<file path="src/rtl/qytt_pkg.sv">
// ----------------------------------------------------------------------------
// qytt_pkg: shared types and constants of the quaternion yaw turn tracker
// Angle scaling, CORDIC arctangent table, controller commands and states.
// ----------------------------------------------------------------------------
`default_nettype none

package qytt_pkg;

    // angle scaling
    localparam int ANGLE_FRAC_BITS  = 12;
    localparam int CORDIC_STEPS_DEF = 16;
    localparam int FINE_BITS        = 30;
    localparam int ATAN_IDX_W       = 5;
    localparam int DROP_BITS        = FINE_BITS - ANGLE_FRAC_BITS;

    // field and datapath widths
    localparam int QW      = 16;
    localparam int PROD_W  = 2 * QW;
    localparam int XY_W    = PROD_W + 3;
    localparam int ANG_W   = FINE_BITS + 5;
    localparam int YAW_W   = ANGLE_FRAC_BITS + 3;
    localparam int DIFF_W  = YAW_W + 1;
    localparam int TOT_W   = 16;
    localparam int LIMIT_W = YAW_W;
    localparam int RATE_W  = 12;
    localparam int DRIVE_W = RATE_W + 1;
    localparam int ADDR_W  = 5;
    localparam int DATA_W  = 32;

    typedef logic signed [ANG_W-1:0]  ang_t;
    typedef logic signed [DIFF_W-1:0] diff_t;

    // pi and 2pi in 2^-30 rad and in output angle units
    localparam longint PI_FINE_L     = 64'sd3373259426;
    localparam longint TWO_PI_FINE_L = 64'sd6746518853;
    localparam longint HALF_L        = 64'sd1 <<< (DROP_BITS - 1);
    localparam longint PI_Q_L        = (PI_FINE_L + HALF_L) >>> DROP_BITS;
    localparam longint TWO_PI_Q_L    = (TWO_PI_FINE_L + HALF_L) >>> DROP_BITS;

    localparam ang_t  PI_FINE      = ang_t'(PI_FINE_L);
    localparam ang_t  TWO_PI_FINE  = ang_t'(TWO_PI_FINE_L);
    localparam ang_t  ROUND_HALF   = ang_t'(HALF_L);
    localparam ang_t  TWO_PI_Q_ANG = ang_t'(TWO_PI_Q_L);
    localparam diff_t PI_Q         = diff_t'(PI_Q_L);
    localparam diff_t NEG_PI_Q     = diff_t'(-PI_Q_L);
    localparam diff_t TWO_PI_Q     = diff_t'(TWO_PI_Q_L);

    // register map, byte address 4*index
    typedef enum logic [2:0] {
        REG_START_Z    = 3'd0,
        REG_START_W    = 3'd1,
        REG_END_Z      = 3'd2,
        REG_END_W      = 3'd3,
        REG_JUMP_LIMIT = 3'd4,
        REG_TURN_RATE  = 3'd5
    } reg_idx_t;

    typedef struct packed {
        logic signed [QW-1:0] start_z;
        logic signed [QW-1:0] start_w;
        logic signed [QW-1:0] end_z;
        logic signed [QW-1:0] end_w;
        logic [LIMIT_W-1:0]   jump_limit;
        logic [RATE_W-1:0]    turn_rate;
    } cfg_t;

    // which orientation the shared CORDIC works on
    typedef enum logic [1:0] {
        SRC_SAMPLE = 2'd0,
        SRC_END    = 2'd1,
        SRC_START  = 2'd2
    } src_sel_t;

    typedef enum logic [3:0] {
        ST_IDLE,
        ST_MUL,
        ST_INIT,
        ST_ITER,
        ST_FIX1,
        ST_FIX2,
        ST_STORE,
        ST_ACC,
        ST_FINISH
    } ctrl_state_t;

    typedef struct packed {
        src_sel_t src;
        logic     in_load;
        logic     mul_en;
        logic     init_en;
        logic     iter_en;
        logic     fix1_en;
        logic     fix2_en;
        logic     end_en;
        logic     target_en;
        logic     step_en;
        logic     acc_en;
        logic     commit_en;
    } cmd_t;

    typedef struct packed {
        logic iter_last;
    } stat_t;

    // atan(2^-i) in 2^-30 rad, truncated
    function automatic ang_t atan_fine(input logic [ATAN_IDX_W-1:0] idx);
        ang_t v;
        unique case (idx)
            5'd0:    v = ang_t'(64'h3243F6A8);
            5'd1:    v = ang_t'(64'h1DAC6705);
            5'd2:    v = ang_t'(64'h0FADBAFC);
            5'd3:    v = ang_t'(64'h07F56EA6);
            5'd4:    v = ang_t'(64'h03FEAB76);
            5'd5:    v = ang_t'(64'h01FFD55B);
            5'd6:    v = ang_t'(64'h00FFFAAA);
            5'd7:    v = ang_t'(64'h007FFF55);
            5'd8:    v = ang_t'(64'h003FFFEA);
            5'd9:    v = ang_t'(64'h001FFFFD);
            5'd10:   v = ang_t'(64'h000FFFFF);
            5'd11:   v = ang_t'(64'h0007FFFF);
            5'd12:   v = ang_t'(64'h0003FFFF);
            5'd13:   v = ang_t'(64'h0001FFFF);
            5'd14:   v = ang_t'(64'h0000FFFF);
            5'd15:   v = ang_t'(64'h00007FFF);
            5'd16:   v = ang_t'(64'h00003FFF);
            5'd17:   v = ang_t'(64'h00001FFF);
            5'd18:   v = ang_t'(64'h00000FFF);
            5'd19:   v = ang_t'(64'h000007FF);
            5'd20:   v = ang_t'(64'h000003FF);
            5'd21:   v = ang_t'(64'h000001FF);
            5'd22:   v = ang_t'(64'h000000FF);
            5'd23:   v = ang_t'(64'h0000007F);
            default: v = '0;
        endcase
        return v;
    endfunction

endpackage

`default_nettype wire

</file>
<file path="src/rtl/qytt_ctrl.sv">
// ----------------------------------------------------------------------------
// qytt_ctrl: sequencer of the yaw turn tracker
// Runs the shared CORDIC over goal and sample orientations and hands results out.
// ----------------------------------------------------------------------------
`default_nettype none

module qytt_ctrl import qytt_pkg::*; (
    input  logic  aclk,
    input  logic  aresetn,
    input  logic  s_valid,
    output logic  s_ready,
    output logic  m_valid,
    input  logic  m_ready,
    input  logic  goal_write,
    input  stat_t stat,
    output cmd_t  cmd
);

    ctrl_state_t state_reg, state_next;
    src_sel_t    src_reg, src_next;
    logic        tgt_ok_reg, tgt_ok_next;
    logic        m_valid_reg, m_valid_next;

    always_ff @(posedge aclk) begin
        if (!aresetn) begin
            state_reg   <= ST_IDLE;
            src_reg     <= SRC_SAMPLE;
            tgt_ok_reg  <= 1'b0;
            m_valid_reg <= 1'b0;
        end else begin
            state_reg   <= state_next;
            src_reg     <= src_next;
            tgt_ok_reg  <= tgt_ok_next;
            m_valid_reg <= m_valid_next;
        end
    end

    always_comb begin
        state_next   = state_reg;
        src_next     = src_reg;
        tgt_ok_next  = tgt_ok_reg;
        m_valid_next = m_valid_reg && !m_ready;
        cmd          = '0;
        cmd.src      = src_reg;
        s_ready      = 1'b0;

        unique case (state_reg)
            ST_IDLE: begin
                s_ready = 1'b1;
                if (s_valid) begin
                    cmd.in_load = 1'b1;
                    // goal yaws are recomputed only after reset or a goal write
                    src_next    = tgt_ok_reg ? SRC_SAMPLE : SRC_END;
                    state_next  = ST_MUL;
                end
            end
            ST_MUL: begin
                cmd.mul_en = 1'b1;
                state_next = ST_INIT;
            end
            ST_INIT: begin
                cmd.init_en = 1'b1;
                state_next  = ST_ITER;
            end
            ST_ITER: begin
                cmd.iter_en = 1'b1;
                if (stat.iter_last) begin
                    state_next = ST_FIX1;
                end
            end
            ST_FIX1: begin
                cmd.fix1_en = 1'b1;
                state_next  = ST_FIX2;
            end
            ST_FIX2: begin
                cmd.fix2_en = 1'b1;
                state_next  = ST_STORE;
            end
            ST_STORE: begin
                unique case (src_reg)
                    SRC_END: begin
                        cmd.end_en = 1'b1;
                        src_next   = SRC_START;
                        state_next = ST_MUL;
                    end
                    SRC_START: begin
                        cmd.target_en = 1'b1;
                        tgt_ok_next   = 1'b1;
                        src_next      = SRC_SAMPLE;
                        state_next    = ST_MUL;
                    end
                    SRC_SAMPLE: begin
                        cmd.step_en = 1'b1;
                        state_next  = ST_ACC;
                    end
                    default: begin
                        state_next = ST_IDLE;
                    end
                endcase
            end
            ST_ACC: begin
                cmd.acc_en = 1'b1;
                state_next = ST_FINISH;
            end
            ST_FINISH: begin
                if (!m_valid_reg || m_ready) begin
                    cmd.commit_en = 1'b1;
                    m_valid_next  = 1'b1;
                    state_next    = ST_IDLE;
                end
            end
            default: begin
                state_next = ST_IDLE;
            end
        endcase

        if (goal_write) begin
            tgt_ok_next = 1'b0;
        end
    end

    assign m_valid = m_valid_reg;

endmodule

`default_nettype wire

</file>
<file path="src/rtl/qytt_dp.sv">
// ----------------------------------------------------------------------------
// qytt_dp: datapath of the yaw turn tracker
// Shared vectoring CORDIC, angle wrap and rounding, turn accumulator, outputs.
// ----------------------------------------------------------------------------
`default_nettype none

module qytt_dp import qytt_pkg::*; #(
    parameter int CORDIC_STEPS = CORDIC_STEPS_DEF
) (
    input  logic                       aclk,
    input  logic                       aresetn,
    input  logic signed [QW-1:0]       s_sample_z,
    input  logic signed [QW-1:0]       s_sample_w,
    input  logic                       s_restart,
    input  cfg_t                       cfg,
    input  cmd_t                       cmd,
    output stat_t                      stat,
    output logic [YAW_W-1:0]           m_yaw_now,
    output logic signed [TOT_W-1:0]    m_turned_angle,
    output logic signed [YAW_W-1:0]    m_target_turn,
    output logic signed [DRIVE_W-1:0]  m_drive_command,
    output logic                       m_turn_done
);

    localparam int CNT_W = (CORDIC_STEPS > 1) ? $clog2(CORDIC_STEPS) : 1;

    typedef logic signed [XY_W-1:0]  xy_t;
    typedef logic signed [TOT_W:0]   sum_t;

    // latched sample
    logic signed [QW-1:0]     in_z_reg, in_w_reg;
    logic                     restart_reg;
    logic signed [QW-1:0]     op_z, op_w;

    // products and cordic state
    logic signed [PROD_W-1:0] ww_reg, zz_reg, wz_reg;
    xy_t                      x0, y0, x_init, y_init;
    ang_t                     ang_init;
    xy_t                      x_reg, y_reg, x_next, y_next, dx, dy;
    ang_t                     ang_reg, ang_next, step_ang;
    logic                     zero_reg;
    logic [CNT_W-1:0]         cnt_reg;

    // angle wrap and rounding
    ang_t                     wrap_a, wrap_next, wrap_reg, rnd, rnd_fix;
    logic [YAW_W-1:0]         yaw_reg, end_yaw_reg, prev_yaw_reg;

    // goal difference
    diff_t                    t_raw, t_wrap, t_neg;
    logic signed [YAW_W-1:0]  target_reg;
    logic [YAW_W-1:0]         abs_t_reg;

    // turn accumulator
    diff_t                    d_fwd, d_rev, d_mag;
    diff_t                    diff_reg;
    logic                     diff_ok_reg;
    logic signed [TOT_W-1:0]  total_reg, cand_reg, cand_next, base_tot;
    sum_t                     sum, abs_a;
    logic                     done_c;
    logic signed [DRIVE_W-1:0] rate_s, drive_c;

    // output register
    logic [YAW_W-1:0]          out_yaw_reg;
    logic signed [TOT_W-1:0]   out_tot_reg;
    logic signed [YAW_W-1:0]   out_tgt_reg;
    logic signed [DRIVE_W-1:0] out_drive_reg;
    logic                      out_done_reg;

    always_comb begin
        unique case (cmd.src)
            SRC_END: begin
                op_z = cfg.end_z;
                op_w = cfg.end_w;
            end
            SRC_START: begin
                op_z = cfg.start_z;
                op_w = cfg.start_w;
            end
            SRC_SAMPLE: begin
                op_z = in_z_reg;
                op_w = in_w_reg;
            end
            default: begin
                op_z = in_z_reg;
                op_w = in_w_reg;
            end
        endcase
    end

    // x = w^2 - z^2, y = 2wz, left half plane folded by pi
    always_comb begin
        x0 = xy_t'(ww_reg) - xy_t'(zz_reg);
        y0 = xy_t'(wz_reg) <<< 1;
        if (x0 < 0) begin
            x_init   = -x0;
            y_init   = -y0;
            ang_init = (y0 >= 0) ? PI_FINE : -PI_FINE;
        end else begin
            x_init   = x0;
            y_init   = y0;
            ang_init = '0;
        end
    end

    // one micro-rotation
    always_comb begin
        dx       = y_reg >>> cnt_reg;
        dy       = x_reg >>> cnt_reg;
        step_ang = atan_fine(ATAN_IDX_W'(cnt_reg));
        if (y_reg > 0) begin
            x_next   = x_reg + dx;
            y_next   = y_reg - dy;
            ang_next = ang_reg + step_ang;
        end else begin
            x_next   = x_reg - dx;
            y_next   = y_reg + dy;
            ang_next = ang_reg - step_ang;
        end
    end

    assign stat.iter_last = (cnt_reg == CNT_W'(CORDIC_STEPS - 1));

    // wrap to [0, 2pi) then round half up to output units
    always_comb begin
        wrap_a    = (ang_reg < 0) ? ang_reg + TWO_PI_FINE : ang_reg;
        wrap_next = (wrap_a < 0) ? '0 : wrap_a;
        rnd       = (wrap_reg + ROUND_HALF) >>> DROP_BITS;
        rnd_fix   = (rnd >= TWO_PI_Q_ANG) ? rnd - TWO_PI_Q_ANG : rnd;
    end

    // target = end - start, wrapped to [-pi, pi]
    always_comb begin
        t_raw = $signed({1'b0, end_yaw_reg}) - $signed({1'b0, yaw_reg});
        if (t_raw > PI_Q) begin
            t_wrap = t_raw - TWO_PI_Q;
        end else if (t_raw < NEG_PI_Q) begin
            t_wrap = t_raw + TWO_PI_Q;
        end else begin
            t_wrap = t_raw;
        end
        t_neg = -t_wrap;
    end

    // raw step, no wrap handling across 0/2pi
    always_comb begin
        d_fwd = $signed({1'b0, yaw_reg}) - $signed({1'b0, prev_yaw_reg});
        d_rev = $signed({1'b0, prev_yaw_reg}) - $signed({1'b0, yaw_reg});
        d_mag = d_fwd[DIFF_W-1] ? d_rev : d_fwd;
    end

    // saturating accumulate
    always_comb begin
        base_tot = restart_reg ? '0 : total_reg;
        sum      = sum_t'(base_tot) + (diff_ok_reg ? sum_t'(diff_reg) : sum_t'(0));
        if (sum[TOT_W] != sum[TOT_W-1]) begin
            cand_next = sum[TOT_W] ? {1'b1, {(TOT_W-1){1'b0}}} : {1'b0, {(TOT_W-1){1'b1}}};
        end else begin
            cand_next = sum[TOT_W-1:0];
        end
    end

    always_comb begin
        abs_a   = (cand_reg < 0) ? -sum_t'(cand_reg) : sum_t'(cand_reg);
        done_c  = abs_a >= sum_t'({1'b0, abs_t_reg});
        rate_s  = $signed({1'b0, cfg.turn_rate});
        if (done_c) begin
            drive_c = '0;
        end else begin
            drive_c = target_reg[YAW_W-1] ? -rate_s : rate_s;
        end
    end

    always_ff @(posedge aclk) begin
        if (cmd.in_load) begin
            in_z_reg    <= s_sample_z;
            in_w_reg    <= s_sample_w;
            restart_reg <= s_restart;
        end
        if (cmd.mul_en) begin
            ww_reg <= op_w * op_w;
            zz_reg <= op_z * op_z;
            wz_reg <= op_w * op_z;
        end
        if (cmd.init_en) begin
            x_reg    <= x_init;
            y_reg    <= y_init;
            ang_reg  <= ang_init;
            zero_reg <= (x0 == '0) && (y0 == '0);
            cnt_reg  <= '0;
        end
        if (cmd.iter_en) begin
            x_reg   <= x_next;
            y_reg   <= y_next;
            ang_reg <= ang_next;
            cnt_reg <= cnt_reg + 1'b1;
        end
        if (cmd.fix1_en) begin
            wrap_reg <= wrap_next;
        end
        if (cmd.fix2_en) begin
            yaw_reg <= zero_reg ? '0 : rnd_fix[YAW_W-1:0];
        end
        if (cmd.end_en) begin
            end_yaw_reg <= yaw_reg;
        end
        if (cmd.target_en) begin
            target_reg <= t_wrap[YAW_W-1:0];
            abs_t_reg  <= t_wrap[DIFF_W-1] ? t_neg[YAW_W-1:0] : t_wrap[YAW_W-1:0];
        end
        if (cmd.step_en) begin
            diff_reg    <= restart_reg ? '0 : d_fwd;
            diff_ok_reg <= d_mag <= $signed({1'b0, cfg.jump_limit});
        end
        if (cmd.acc_en) begin
            cand_reg <= cand_next;
        end
        if (cmd.commit_en) begin
            out_yaw_reg   <= yaw_reg;
            out_tot_reg   <= cand_reg;
            out_tgt_reg   <= target_reg;
            out_drive_reg <= drive_c;
            out_done_reg  <= done_c;
        end
    end

    always_ff @(posedge aclk) begin
        if (!aresetn) begin
            prev_yaw_reg <= '0;
            total_reg    <= '0;
        end else if (cmd.commit_en) begin
            prev_yaw_reg <= yaw_reg;
            total_reg    <= cand_reg;
        end
    end

    assign m_yaw_now       = out_yaw_reg;
    assign m_turned_angle  = out_tot_reg;
    assign m_target_turn   = out_tgt_reg;
    assign m_drive_command = out_drive_reg;
    assign m_turn_done     = out_done_reg;

endmodule

`default_nettype wire

</file>
<file path="src/rtl/quaternion_yaw_turn_tracker.sv">
// ----------------------------------------------------------------------------
// quaternion_yaw_turn_tracker: odometry yaw, turned angle and turn drive
// an accepted request runs MUL, INIT, the ITER steps, FIX1, FIX2, STORE, ACC and FINISH before m_valid
// a new request is taken only back in IDLE, once the shared CORDIC is done and the result is committed
// after reset or a goal register write the next request first runs the CORDIC for the end and start goals
// reset: aresetn low clears previous yaw, turned angle and loads register defaults
// ----------------------------------------------------------------------------
`default_nettype none

module quaternion_yaw_turn_tracker import qytt_pkg::*; #(
    parameter int CORDIC_STEPS = CORDIC_STEPS_DEF
) (
    input  logic                       aclk,
    input  logic                       aresetn,
    // sample request channel
    input  logic                       s_valid,
    output logic                       s_ready,
    input  logic signed [QW-1:0]       s_sample_z,
    input  logic signed [QW-1:0]       s_sample_w,
    input  logic                       s_restart,
    // result channel
    output logic                       m_valid,
    input  logic                       m_ready,
    output logic [YAW_W-1:0]           m_yaw_now,
    output logic signed [TOT_W-1:0]    m_turned_angle,
    output logic signed [YAW_W-1:0]    m_target_turn,
    output logic signed [DRIVE_W-1:0]  m_drive_command,
    output logic                       m_turn_done,
    // register port
    input  logic                       psel,
    input  logic                       penable,
    input  logic                       pwrite,
    input  logic [ADDR_W-1:0]          paddr,
    input  logic [DATA_W-1:0]          pwdata,
    output logic [DATA_W-1:0]          prdata,
    output logic                       pready
);

    // goal orientations and limits; the user writes them only while idle, the block does not enforce it
    logic signed [QW-1:0] start_z_reg, start_w_reg, end_z_reg, end_w_reg;
    logic [LIMIT_W-1:0]   jump_limit_reg;
    logic [RATE_W-1:0]    turn_rate_reg;

    reg_idx_t reg_idx;
    logic     wr_en;
    logic     goal_write;
    cfg_t     cfg;
    cmd_t     cmd;
    stat_t    stat;

    // registers sit at byte address 4*index, writes complete in the access phase
    assign reg_idx = reg_idx_t'(paddr[ADDR_W-1:2]);
    assign wr_en   = psel && penable && pwrite;
    assign pready  = 1'b1;

    always_ff @(posedge aclk) begin
        if (!aresetn) begin
            start_z_reg    <= '0;
            start_w_reg    <= QW'(16384);
            end_z_reg      <= '0;
            end_w_reg      <= QW'(16384);
            jump_limit_reg <= LIMIT_W'(4096);
            turn_rate_reg  <= RATE_W'(1229);
        end else if (wr_en) begin
            unique case (reg_idx)
                REG_START_Z:    start_z_reg    <= pwdata[QW-1:0];
                REG_START_W:    start_w_reg    <= pwdata[QW-1:0];
                REG_END_Z:      end_z_reg      <= pwdata[QW-1:0];
                REG_END_W:      end_w_reg      <= pwdata[QW-1:0];
                REG_JUMP_LIMIT: jump_limit_reg <= pwdata[LIMIT_W-1:0];
                REG_TURN_RATE:  turn_rate_reg  <= pwdata[RATE_W-1:0];
                default: ;
            endcase
        end
    end

    // readback, signed goal components sign-extended
    always_comb begin
        unique case (reg_idx)
            REG_START_Z:    prdata = DATA_W'(start_z_reg);
            REG_START_W:    prdata = DATA_W'(start_w_reg);
            REG_END_Z:      prdata = DATA_W'(end_z_reg);
            REG_END_W:      prdata = DATA_W'(end_w_reg);
            REG_JUMP_LIMIT: prdata = DATA_W'(jump_limit_reg);
            REG_TURN_RATE:  prdata = DATA_W'(turn_rate_reg);
            default:        prdata = '0;
        endcase
    end

    // any goal write invalidates the cached target turn
    assign goal_write = wr_en && ((reg_idx == REG_START_Z) || (reg_idx == REG_START_W) ||
                                  (reg_idx == REG_END_Z)   || (reg_idx == REG_END_W));

    assign cfg.start_z    = start_z_reg;
    assign cfg.start_w    = start_w_reg;
    assign cfg.end_z      = end_z_reg;
    assign cfg.end_w      = end_w_reg;
    assign cfg.jump_limit = jump_limit_reg;
    assign cfg.turn_rate  = turn_rate_reg;

    // sequencer: runs the CORDIC for end goal and start goal when they are stale, then the sample
    qytt_ctrl u_ctrl (
        .aclk       (aclk),
        .aresetn    (aresetn),
        .s_valid    (s_valid),
        .s_ready    (s_ready),
        .m_valid    (m_valid),
        .m_ready    (m_ready),
        .goal_write (goal_write),
        .stat       (stat),
        .cmd        (cmd)
    );

    // datapath: shared CORDIC, accumulator and result register
    qytt_dp #(
        .CORDIC_STEPS (CORDIC_STEPS)
    ) u_dp (
        .aclk            (aclk),
        .aresetn         (aresetn),
        .s_sample_z      (s_sample_z),
        .s_sample_w      (s_sample_w),
        .s_restart       (s_restart),
        .cfg             (cfg),
        .cmd             (cmd),
        .stat            (stat),
        .m_yaw_now       (m_yaw_now),
        .m_turned_angle  (m_turned_angle),
        .m_target_turn   (m_target_turn),
        .m_drive_command (m_drive_command),
        .m_turn_done     (m_turn_done)
    );

`ifndef SYNTHESIS
    // the CORDIC is busy right after a request is taken
    a_busy_after_accept: assert property (@(posedge aclk) disable iff (!aresetn)
        s_valid && s_ready |=> !s_ready)
        else $error("request accepted while the CORDIC is busy");

    // no drive once the turn is reached
    a_done_no_drive: assert property (@(posedge aclk) disable iff (!aresetn)
        m_valid && m_turn_done |-> m_drive_command == '0)
        else $error("drive command nonzero after turn done");

    // a zero target turn is reached at once
    a_zero_target_done: assert property (@(posedge aclk) disable iff (!aresetn)
        m_valid && (m_target_turn == '0) |-> m_turn_done)
        else $error("zero target turn not flagged done");

    // yaw stays below 2pi
    a_yaw_range: assert property (@(posedge aclk) disable iff (!aresetn)
        m_valid |-> {1'b0, m_yaw_now} < TWO_PI_Q)
        else $error("yaw out of range");
`endif

endmodule

`default_nettype wire
</file>
<file path="config.mk">
export PLATFORM = sky130hd
export DESIGN_NAME = quaternion_yaw_turn_tracker
export DESIGN_NICKNAME = d
export VERILOG_FILES = /design/src/rtl/qytt_pkg.sv /design/src/rtl/qytt_ctrl.sv /design/src/rtl/qytt_dp.sv /design/src/rtl/quaternion_yaw_turn_tracker.sv
export SDC_FILE = /design/constraint.sdc
export NUM_CORES = 2
export LEC_CHECK = 0
export BUFFER_PORTS_ARGS = -buffer_cell sky130_fd_sc_hd__buf_2
export CAP_MARGIN = 40
export CORE_MARGIN = 5
export CORE_UTILIZATION = 59
export CTS_CLUSTER_SIZE = 8
export DETAILED_ROUTE_END_ITERATION = 10
export GPL_ROUTABILITY_DRIVEN = 1
export PLACE_DENSITY = 0.85
export SLEW_MARGIN = 30
export SYNTH_ARGS = -nofsm -noshare
export SYNTH_HDL_FRONTEND = slang
export SYNTH_SLANG_ARGS = --single-unit
</file>
<file path="constraint.sdc">
create_clock -name aclk -period 8.4 [get_ports aclk]
set_input_delay 1.68 -clock aclk [delete_from_list [all_inputs] [get_ports aclk]]
set_output_delay 1.68 -clock aclk [all_outputs]
set_load 0.01 [all_outputs]
</file>
# Word-level counts from Yosys, hierarchy flattened
# Memories as Yosys holds them, arrays and structs flattened. A register that Yosys moved wholly into a read port is not among the register bits.
# Index checks and enable logic that the tools add are counted.
[op_classes]
add_sub_neg = 22
n_mul = 3
magnitude_cmp = 11
eq_ne = 21
n_shift = 2
n_mux = 57
bitwise_logic = 2
reduce_logical = 30
[ops]
columns = ["cell", "count"]
rows = [
  ["$mux W35", 14],
  ["$pmux W32 S6", 1],
  ["$add A35 B35 Y35", 3],
  ["$lt A35 B1 Y1 const B", 3],
  ["$sub A35 B35 Y35", 3],
  ["$mul A16 B16 Y32", 3],
  ["$mux W16", 6],
  ["$logic_not A35 Y1", 2],
  ["$sshr A35 B4 Y35", 2],
  ["$pmux W16 S2", 2],
  ["$sub A15 B15 Y16", 3],
  ["$pmux W4 S9", 1],
  ["$add A35 B19 Y35 const B", 1],
  ["$add A35 B34 Y35 const B", 1],
  ["$gt A35 B1 Y1 const B", 1],
  ["$neg A33 Y35", 1],
  ["$neg A35 Y35", 1],
  ["$mux W17", 2],
  ["$ge A33 B1 Y1 const B", 1],
  ["$sub A32 B32 Y33", 1],
  ["$mux W15", 2],
  ["$mux W4", 6],
  ["$add A16 B17 Y17", 1],
  ["$ge A17 B16 Y1", 1],
  ["42 further kinds", 86],
]
[totals]
regBits = 557
rom_bits = 480
in_bits = 77
n_memories = 1
[memory_table]
columns = ["memory", "words", "word_bits", "rd", "rd_clocked_by_memory_dff", "write_ports", "line", "rtl"]
rows = [
  ["(name not given)", 16, 30, 1, 1, 0, "qytt_pkg.sv:108", "unique case (idx)"],
]

# Depth between registers and ports, before layout
[logic_depth]
depth_word = 6
mapped_depth = 35
mapped_depth_nobuf = 31

# By module
# Synthesis repeated with hierarchy kept, for this count alone.
[unflattened]
hier_cells = 7153
hier_area_um2 = 66974.2
[by_module_without_submodules]
columns = ["mod", "instances", "cells_each", "area_per_inst_um2", "seq_area_each_um2"]
rows = [
  ["qytt_dp", 1, 6648, 62180.9, 13422.9],
  ["quaternion_yaw_turn_tracker", 1, 447, 4271.6, 1821.7],
  ["qytt_ctrl", 1, 58, 521.8, 160.2],
]

# Worst setup path after synthesis
# Ideal clock, no wire load.
[synth_timing]
path_type = "reg2reg"
startpoint = "register u_ctrl.src_reg[0]"
endpoint = "register u_dp.ww_reg[31] (data pin)"
setup_ns = 0.260
arrival_time_ns = 7.640
t_required_ns = 8.140
slack_ns = 0.500
path_stages_with_launch = 32
path_buffers = 4
cell_sequence = "dfxtp_1 -> inv_1 -> ha_1 -> clkbuf_1 -> clkbuf_1 -> clkbuf_1 -> nor2_1 -> a21oi_1 -> clkbuf_1 -> nand2_1 -> fa_1 -> fa_1 -> fa_1 -> inv_1 -> fa_1 -> fa_1 -> inv_1 -> fa_1 -> inv_1 -> ha_1 -> a21o_1 -> a21oi_1 -> o21bai_1 -> a21o_1 -> a221o_1 -> nor3_1 -> o21ai_0 -> o311a_1 -> a2111o_1 -> a21o_1 -> a21oi_1 -> xnor2_1"
[synth_between]
elab_chain_cells = 3
elab_cells_between_ends = 4
[synth_rtl]
columns = ["item", "line", "rtl"]
rows = [
  ["start, declared", "qytt_ctrl.sv:20", "src_sel_t src_reg, src_next;"],
  ["start signal, assigned", "qytt_ctrl.sv:32", "src_reg <= src_next;"],
  ["$eq A2 B2 Y1 / $eq A2 B1 Y1 (equally long branches)", "qytt_dp.sv:70", "unique case (cmd.src)"],
  ["$pmux W16 S2 (*)", "qytt_dp.sv:70", ""],
  ["$mul A16 B16 Y32 (*)", "qytt_dp.sv:180", "ww_reg <= op_w * op_w;"],
  ["end signal, assigned", "qytt_dp.sv:180", ""],
  ["end, declared", "qytt_dp.sv:36", "logic signed [PROD_W-1:0] ww_reg, zz_reg, wz_reg;"],
]
# Every way passes the cells marked *; elsewhere a longest branch is shown, timed or not.
# A chain may end at the register's enable or synchronous reset.

# Worst setup path in the final report
[layout_timing]
startpoint = "register u_ctrl.src_reg[0]"
endpoint = "register u_dp.wz_reg[31] (data pin)"
[layout_between]
elab_chain_cells = 3
elab_cells_between_ends = 5
[layout_rtl]
columns = ["item", "line", "rtl"]
rows = [
  ["$eq A2 B2 Y1 / $eq A2 B1 Y1 (equally long branches)", "qytt_dp.sv:70", ""],
  ["$pmux W16 S2", "qytt_dp.sv:70", ""],
  ["$mul A16 B16 Y32 (*)", "qytt_dp.sv:182", "wz_reg <= op_w * op_z;"],
  ["end signal, assigned", "qytt_dp.sv:182", ""],
  ["end, declared", "qytt_dp.sv:36", ""],
]
# Marked as above.

==> results.txt <==
Synth top cells by count: inv_1, nand2_1, fa_1
Pre-Repair DR Iteration Count: 6
Clock Sinks: 566
top cell type's share of synthesized area: 22.0%
H-Tree Depth: 3
initial antenna violation count: 6
Site Rows: 123
Die Wd: 348 um
max-slew violations: 0
area taken by flip-flops and latches: 15,400 sq um
final hold violation count: 0
design area: 72,700 sq um
CTS root buffer: clkbuf_16
DR vias/cell: 6.03
top post-synthesis cells by area: fa_1, edfxtp_1, ha_1
die area: 121,000 sq um
CP endpoint kind: flip-flop
Max stage delay cell, worst path: fa_1
hpwl dp: 138 mm
number of nets in the layout: 8,707
global placement routability congestion: 0.958
Worst Skew: 64.5 ps
Via Count: 54,000
post-synthesis cell area: 67,300 sq um
Max-slew headroom: 39.7%
Crit path max-delay family: adder cells
max layer used: met4
share of cells above drive strength 1: 8.16%
wire length on met2: 85.2 mm
Worst-Margin Slew: 895 ps
GRT Total Usage: 29.5%
Initial Util: 59.6%
PortBufs: 152
buffer and inverter count on the worst path: 9
flops & latches, synth: 566
Max Clk Rate: 122 MHz
setup ws final: 210 ps
status: completed
reg-to-reg slack, setup: 210 ps
First DRT Iteration DRCs: 5,399
Tmin final: 8190 ps
area grow syn2layout: 8.07%
Primary FF master, synth: edfxtp_1
final WL: 179 mm
syn avg cell area: 9.23 sq um
worst flop-to-flop path startpoint: u_ctrl.src_reg[0]
Metal-1 WL: 67.0 mm
Hold Path End: u_dp.m_target_turn[13]
first-pass GRT wire length: 289 mm
YS warnings: 0
Netlist cell types: 96
worst path arrival time: 8630 ps
Synth Instances: 7,291
multi-input logic area: 46,400 sq um
DRT antenna net count: 0
vias in the first global route: 55,400
Placement Setup Slack: 57.6 ps
largest net degree at the start of global routing: 89
register area share after synthesis: 22.9%
WHS Path Cells: 0
wire length per cell: 20.1 um
largest area contributor in the netlist: fa_1
WS Path Type: flip-flop to flip-flop
CP max stage delay: 540 ps
WL met3: 15.5 mm
TritonCTS clock tree: done
Overflow after GRT: 0
Hold Startpoint: u_dp.target_reg[13]
FF-to-FF path depth: 31
Startpoint Class: flip-flop
Mapped Nets: 8,616
number of I/O pins: 172
worst skew pair latency: 690 ps
Max Fanout on Critical Path: 34
max-cap viol count: 0
RR Endpoint: u_dp.wz_reg[31]
fillers: 8,668
CTS buffer count: 82
WP data required: 8840 ps
Clock Tree Buf Depth: 3
clk slew on worst S/H paths: 60 ps
placed inst area: 69,900 sq um
most common cell in the netlist: inv_1
die height: 348 um
period utilization: 97.5%
Post-synth EDFFs: 407
HP Class: flip-flop to flip-flop
DRC: 0
final-report setup violation count: 0
Synth async-reset ratio: 0%
core area: 113,000 sq um
layer usage:
metal / up-vias / global-route usage (%)
met3: 653 / 4.99
li1: 24300 / -
met1: 26400 / 36.8
met5: - / 0
met4: 0 / 16.8
met2: 2617 / 48.9
how the worst max path moves through the flow:
stage                                 start               to  cells after the start
final                     u_ctrl.src_reg[0]  u_dp.wz_reg[31]                     31
after global routing      u_ctrl.src_reg[0]  u_dp.wz_reg[31]                     31
after CTS                 u_ctrl.src_reg[0]  u_dp.wz_reg[30]                     28
after detailed placement  u_ctrl.src_reg[0]  u_dp.wz_reg[30]                     28
after global placement    u_ctrl.src_reg[1]  u_dp.wz_reg[30]                     28
after floorplan           u_ctrl.src_reg[0]  u_dp.ww_reg[31]                     31
final cells by class:
class | instances | share of cell area, %
Antenna cell | 6 | 0.0207
Clock buffer | 130 | 3.13
Clock inverter | 8 | 0.263
Inverter | 1154 | 5.99
Multi-Input combinational cell | 5264 | 63.8
Sequential cell | 566 | 21.2
Tap cell | 1500 | 2.58
Timing Repair Buffer | 314 | 2.98
stage by stage:
stage / hold slack, ps / cells / setup TNS, ps / utilization, %
3_3_place_gp: 401 / 8772 / 0 / 61.8
6_report: 425 / 8942 / 0 / 64.4
2_1_floorplan: 400 / 7291 / 0 / -
4_1_cts: 424 / 8923 / 0 / 64.2
5_1_grt: 426 / 8938 / -120 / 64.4
3_5_place_dp: 409 / 8785 / 0 / 62.0
placed cells by master, fill, tap and decap left out, types with 155 or more instances in the layout:
master | synthesis | final
o21ai_0 | 220 | 218
nand2_1 | 774 | 772
a21oi_1 | 360 | 348
xor2_1 | 202 | 202
edfxtp_1 | 407 | 407
inv_1 | 1140 | 1136
nor2_1 | 624 | 621
dfxtp_1 | 159 | 159
xnor2_1 | 308 | 307
buf_2 | 17 | 155
fa_1 | 739 | 739
a21o_1 | 160 | 158
ha_1 | 509 | 507
cells by family (layout without fill, tap and decap cells):
kind of cell | after synthesis | after routing | share of synthesized area (%)
adders and majority gates | 1248 | 1248 | 31.5
buffers and inverters | 1461 | 1606 | 8.40
xor gates and xnor gates | 510 | 510 | 6.64
other | 2 | 8 | 0.0112
AOI/OAI and AO/OA | 1311 | 1311 | 12.6
muxes | 208 | 208 | 4.80
DFF | 566 | 566 | 22.9
and+or+nand+nor | 1985 | 1985 | 13.2
repair_timing:
| action | in CTS | in global routing |
|---|---|---|
| endpoints found under the setup margin | 0 | 23 |
| hold buffers | 0 | 0 |
| resized for setup | 0 | 35 |
| setup buffers | 0 | 8 |
worst reg2reg max path, delay by kind of cell (launching register included):
kind | cells | cell delay [ps]
adders and majority gates | 8 | 3580
AOI/OAI and AO/OA | 8 | 1970
and+or+nand+nor | 6 | 780
buffers and inverters | 9 | 1260
DFF | 1 | 380
Power is not shown: default switching activity piles up to over one toggle a cycle in this logic, so the estimate is an artifact.
